--- config.mk ---
export PLATFORM = sky130hd
export DESIGN_NAME = ias_cell
export DESIGN_NICKNAME = d
export VERILOG_FILES = /design/src/rtl/insertable_array_store_macros.svh /design/src/rtl/ias_pkg.sv /design/src/rtl/ias_cell.sv
export SDC_FILE = /design/constraint.sdc
export NUM_CORES = 1
export LEC_CHECK = 0
export ABC_AREA = 1
export ABC_CLOCK_PERIOD_IN_PS = 6980
export BUFFER_PORTS_ARGS = -buffer_cell sky130_fd_sc_hd__buf_2
export CELL_PAD_IN_SITES_DETAIL_PLACEMENT = 0
export CELL_PAD_IN_SITES_GLOBAL_PLACEMENT = 1
export CORE_UTILIZATION = 25
export CTS_CLUSTER_SIZE = 24
export DETAILED_ROUTE_END_ITERATION = 7
export GPL_TIMING_DRIVEN = 0
export PLACE_DENSITY = 0.68
export SYNTH_ARGS = -nofsm -noshare
export SYNTH_HDL_FRONTEND = slang
export SYNTH_SLANG_ARGS = --single-unit
--- constraint.sdc ---
create_clock -name clock -period 6.98 [get_ports clock]
set_input_delay 0.349 -clock clock [delete_from_list [all_inputs] [get_ports clock]]
set_output_delay 0.349 -clock clock [all_outputs]
set_load 0.01 [all_outputs]
--- src/rtl/insertable_array_store_macros.svh ---
// Assertion macros shared by the insertable array store RTL.
`ifndef INSERTABLE_ARRAY_STORE_MACROS_SVH
`define INSERTABLE_ARRAY_STORE_MACROS_SVH

`ifndef ASSERT_OFF
// Check a property at every clock edge outside reset.
`define IAS_ASSERT(label, clk, rst, prop) \
   label: assert property (@(posedge clk) disable iff (rst) (prop)) \
      else $error("insertable_array_store: assertion failed");
// Check that a condition implies another in the same cycle.
`define IAS_ASSERT_IMPLY(label, clk, rst, pre, post) \
   label: assert property (@(posedge clk) disable iff (rst) (pre) |-> (post)) \
      else $error("insertable_array_store: implication failed");
// Check that a condition implies another in the next cycle.
`define IAS_ASSERT_NEXT(label, clk, rst, pre, post) \
   label: assert property (@(posedge clk) disable iff (rst) (pre) |=> (post)) \
      else $error("insertable_array_store: next-cycle check failed");
`else
`define IAS_ASSERT(label, clk, rst, prop)
`define IAS_ASSERT_IMPLY(label, clk, rst, pre, post)
`define IAS_ASSERT_NEXT(label, clk, rst, pre, post)
`endif

`endif

--- src/rtl/ias_pkg.sv ---
// Types and constants of the insertable array store.
package ias_pkg;

   localparam int WORD_W  = 64;
   localparam int FIELD_W = 7;

   // Request opcodes
   typedef enum logic [2:0] {
      OP_PUSH   = 3'd0,
      OP_INSERT = 3'd1,
      OP_DELETE = 3'd2,
      OP_SET    = 3'd3,
      OP_GET    = 3'd4,
      OP_RESIZE = 3'd5
   } op_type;

   // Result status codes
   typedef enum logic [1:0] {
      ST_OK    = 2'd0,
      ST_RANGE = 2'd1,
      ST_FULL  = 2'd2
   } status_type;

   // Action broadcast to every cell
   typedef enum logic [2:0] {
      ACT_HOLD   = 3'd0,
      ACT_WRITE  = 3'd1,
      ACT_INSERT = 3'd2,
      ACT_DELETE = 3'd3,
      ACT_FILL   = 3'd4
   } act_type;

   typedef struct packed {
      op_type              opcode;
      logic [FIELD_W-1:0]  index;
      logic [FIELD_W-1:0]  new_length;
      logic [WORD_W-1:0]   value;
   } req_type;

   typedef struct packed {
      logic [WORD_W-1:0]   read_value;
      logic [FIELD_W-1:0]  length;
      status_type          status;
   } rsp_type;

   typedef struct packed {
      act_type             act;
      logic [WORD_W-1:0]   value;
   } cmd_type;

endpackage

--- src/rtl/ias_cell.sv ---
// One storage cell of the array: holds a word and trades it with its neighbors.
module ias_cell
   import ias_pkg::*;
#(
   parameter int POS = 0,
   parameter int PW  = 7
) (
   input  logic              clock,
   input  cmd_type           cmd,
   input  logic [PW-1:0]     pos_lo,
   input  logic [PW-1:0]     pos_hi,
   input  logic [WORD_W-1:0] left_data,
   input  logic [WORD_W-1:0] right_data,
   output logic [WORD_W-1:0] data
);

   localparam logic [PW-1:0] HERE = PW'(POS);

   logic [WORD_W-1:0] data_ff;
   logic [WORD_W-1:0] data_in;

   // Pick the next word from self, neighbor, request value or zero
   always_comb begin
      data_in = data_ff;
      unique case (cmd.act)
         ACT_HOLD: begin
            data_in = data_ff;
         end
         ACT_WRITE: begin
            if (HERE == pos_lo) data_in = cmd.value;
         end
         ACT_INSERT: begin
            if (HERE > pos_lo) data_in = left_data;
            else if (HERE == pos_lo) data_in = cmd.value;
         end
         ACT_DELETE: begin
            if (HERE >= pos_lo) data_in = right_data;
         end
         ACT_FILL: begin
            if (HERE >= pos_lo && HERE < pos_hi) data_in = '0;
         end
         default: begin
            data_in = data_ff;
         end
      endcase
   end

   always_ff @(posedge clock) begin
      data_ff <= data_in;
   end

   assign data = data_ff;

endmodule

==> Yosys cells after proc, flatten, opt, wreduce, memory -nomap -nowiden <==
Index checks and enable logic that the tools add are counted.
{ "totals": {"wordCells": 19, "out_inout_bits": 64, "in_bits": 210, "register_bits": 64} }
{ "classes": {"reduce_logical": 4, "n_mux": 5, "n_lt_le_gt_ge": 3, "n_eq_ne": 6} }
{ "op_table": {"columns": ["cell", "count"], "rows": [
  ["2-to-1 mux 64 bit", 4],
  ["case mux 64 bit (4 select lines)", 1],
  ["greater-or-equal comparator 1 x 7 -> 1 bit (first input constant)", 1],
  ["> comparator 1 x 7 -> 1 bit (first input constant)", 1],
  ["zero test 7 bit", 1],
  ["< comparator 1 x 7 -> 1 bit (first input constant)", 1],
  ["== test 3 x 2 -> 1 bit (second input constant)", 2],
  ["!= test 2 bit (second input constant)", 2],
  ["nonzero test 4 bit", 1],
  ["== test 3 x 1 -> 1 bit (second input constant)", 1],
  ["== test 3 bit (second input constant)", 1],
  ["AND reduction 3 bit", 1],
  ["logical AND 1 bit", 1]
]} }

==> Logic depth before layout (Yosys ltp) <==
{ "depth": {"depth_word": 4, "mapped_depth": 7, "depth_no_buf": 6} }

==> Worst setup path before layout <==
Ideal clock, no wire load.
{ "synth_path": {"kind": "input to register", "startpoint": "input port pos_lo[1]", "endpoint": "register data_ff[0] (netlist: data[0]), enable pin", "path_slack_ns": 1.063, "setup_time_ns": 0.574, "required_ns": 6.406, "path_stages": 6, "t_arrival_ns": 5.343, "n_path_buf": 1, "path_cell_list": "nor2_1 > nand2_1 > buf_6 > nor2_1 > nor2_1 > o21ai_0"} }
{ "synth_between": {"elab_chain_cells": 4, "elab_cells_between_ends": 5, "classes_between": "1 x order compare; 2 x eq/ne; 2 x reduce/logical"} }
{ "synth_lines": {"columns": ["item", "line", "text"], "rows": [
  ["start, declared", "ias_cell.sv:10", "input logic [PW-1:0] pos_lo,"],
  ["greater-or-equal comparator 1 x 7 -> 1 bit *", "ias_cell.sv:37, ias_cell.sv:40", null],
  ["logical AND 1 bit", "ias_cell.sv:40", "if (HERE >= pos_lo && HERE < pos_hi) data_in = '0;"],
  ["!= test 2 bit (no source line)", null, null],
  ["AND reduction 3 bit (no source line) *", null, null],
  ["end signal, assigned", "ias_cell.sv:49", "data_ff <= data_in;"],
  ["end, declared", "ias_cell.sv:19", "logic [WORD_W-1:0] data_ff;"]
]} }
Mark *: on every way between the ends. The rest lies on a longest branch, timed or not.
A chain may end at the register's enable or synchronous reset.

==> Worst setup path after layout <==
{ "layout_path": {"startpoint": "input port pos_lo[1]", "endpoint": "register data_ff[9] (netlist: data[9]), enable pin"} }
Same word-level chain as after synthesis.

==> reports/metrics.cfg <==
[place]
placed_cells = 1011
placed_area_sq_mm = 0.005662
routabilityCongestion = 0.7548
dp_hpwl_mm = 9.991
io_buffers = 209

[synthesis]
syn_area_sq_mm = 0.004247
postSynthNetCount = 789
syn_area_per_cell_sq_um = 7.334
synth_cells = 579
ys_ff_latch = 64
synth_top_area_frac = 0.4526
synth_top_area_cell = edfxtp_1
ys_seq_area_frac = 0.4526
synthTopCellsByArea = edfxtp_1 (45%), nand3_1 (15%), inv_1 (12%), nand2_1 (12%), o21ai_1 (5.9%)
yosys_warnings = 0
yosysUniqueCellTypes = 17

[pwr]
p_per_area_mw_per_mm2 = 183.3
p_sw_mw = 0.2910
max-vdd-ir-drop_uv = 103.1
power_frac_clock = 0.363
finalPower_mw = 1.083
seqPwrFrac = 0.441
internal_power_mw = 0.7924
swShare = 0.2686
combPwrFrac = 0.196
total_leakage_power_nw = 3.115

[final_layout]
syn_to_final_growth_pct = 39.16
nNetsFinal = 1012
layout-drive-gt1-share = 0.3226
final_cell_mix = buf_2 (226), inv_1 (134), nand2_1 (132)
final_common_cell = buf_2
final_area_sq_mm = 0.005909
utilization = 0.3563
largest_reg_flops = 64
instances_no_fill = 1026
antennaDiodeCount = 0

[sta]
hold_viol = 0
setup_viol = 0
fin_setup_tns_ps = 0
worst_pin_slew_ps = 584.3
finalCritPeriodShare = 0.2781
rsz0062_at_grt = false
timing.final.crit_period_ps = 1941
final_max_slew_viol_count = 0
max_slew_margin = 0.6090
clock.fmax_mhz = 515.2
fin_skew_ps = 0

[worst_setup_path]
worstSetupPathType = input port to register
slowest_stage = o21ai_4
cp_cell_sequence = buf_2, nor2_1, nand2_1, buf_6, nor2_1, nor2_1, o21ai_4, buf_16, buf_16
crit_top_cell = nor2_1
max_stage_delay_ps = 480
required_ps = 7010
arrival_ps = 1970
end_kind = register
startpoint = pos_lo[1]
crit_fanout = 21
crit_path_start_kind = input port
crit-reg2reg-launch = data[6]$_DFFE_PP_

[route]
wl_per_cell_microns = 13.34
drtAntennaViolNets = 0
drc = 0
drt-pass1-iter-count = 5
drt_iter0_markers = 194
vias = 4363
drt_wl_total_mm = 13.68
viasPerCell = 4.252

[global_routing]
grt_use_met1 = 0.2077
grt_max_degree = 22
met3_usage = 0.03306
gr-usage-met2 = 0.2591
busiest_layer = met2
grt_pass1_vias = 4274
grt_first_pass_wirelength_mm = 21.69
grtUsageTotal = 0.1585
grt_overflow = 0
grt_antenna_before_repair = 0

[clocking]
clock_latency_ps = 330
post_cts_buffers = 0
ctsResizeCount = 0
cts_tree = yes
numCtsBuffers = 9
cts.path.max_buffers = 2
clk_pin_slew_worst_paths_ps = 50
h-tree-depth = 3
cts_hold_buf = 0
root_buffer = clkbuf_16
cts.sinks = 64

[floorplanning]
io_pins = 274
core_sq_mm = 0.01658
die_area_sq_mm = 0.01751
rows = 47
start_util = 0.2561
fp.dieH_microns = 132.3
die_x_microns = 132.3

[worst_hold_path]
min_from = right_data[14]
min_path_type = input port to register

[run]
cap_viol_max_count = 0

[status]
status = finished clean

-- power groups by stage --
stage                     combinational (mW)  sequential, mW  clock, mW
after floorplan                       0.0936           0.502          0
after global placement                 0.206           0.492          0
after detailed placement               0.215           0.486          0
after CTS                              0.216           0.478      0.410
after global routing                   0.240           0.481      0.420
final                                  0.212           0.478      0.394
-- final cells by class --
class	count	area, sq um
Timing Repair Buffer	212	1129
Clock buffer	13	240.2
Sequential cell	64	1922
Tap cell	220	275.3
Clock inverter	2	7.507
Fill cell	1882	10670
Buffer	38	271.5
Multi-Input combinational cell	340	1550
Inverter	137	514.2
-- worst max-delay path: cells and delay by family --
family                 cells  cell delay, ps
buffers and inverters      4             690
and+or+nand+nor            4             440
AOI/OAI and AO/OA          1             480
-- cells by family after synthesis --
family                 after synthesis  synth area share
AO/OA/AOI/OAI                       66           0.07779
buffers and inverters              175            0.1850
flip-flops                          64            0.4526
AND/OR/NAND/NOR                    274            0.2846
-- routing by layer --
| layer | vias to the layer above | routed length, microns |
|---|---|---|
| met5 | - | 0 |
| met4 | 0 | 207 |
| met3 | 14 | 753 |
| met2 | 142 | 6448 |
| met1 | 1918 | 6272 |
| li1 | 2289 | - |
-- metrics by stage --
| stage | hold slack [ps] | setup WS [ps] |
|---|---|---|
| 2_1_floorplan | 534.9 | 1063 |
| 3_3_place_gp | 622.4 | -2214 |
| 3_5_place_dp | 621.3 | 4652 |
| 4_1_cts | 268.9 | 5007 |
| 5_1_grt | 284.7 | 4886 |
| 6_report | 286.5 | 5039 |
-- final timing paths --
check                             to  slack (ps)  cells after the start
setup / recovery   data[9]$_DFFE_PP_        5040                      9
hold / removal    data[14]$_DFFE_PP_         290                      3
setup reg to reg   data[6]$_DFFE_PP_        6060                      4
hold reg to reg   data[50]$_DFFE_PP_         650                      4
-- cell usage after synthesis --
cell	number
buf_2	17
buf_4	2
buf_6	12
clkbuf_1	6
clkbuf_8	1
edfxtp_1	64
inv_1	134
inv_2	3
nand2_1	132
nand2_2	1
nand3_1	129
nand3_2	1
nand4_1	1
nor2_1	9
nor2_4	1
o21ai_0	16
o21ai_1	50
(Power assumes the default switching activity.)
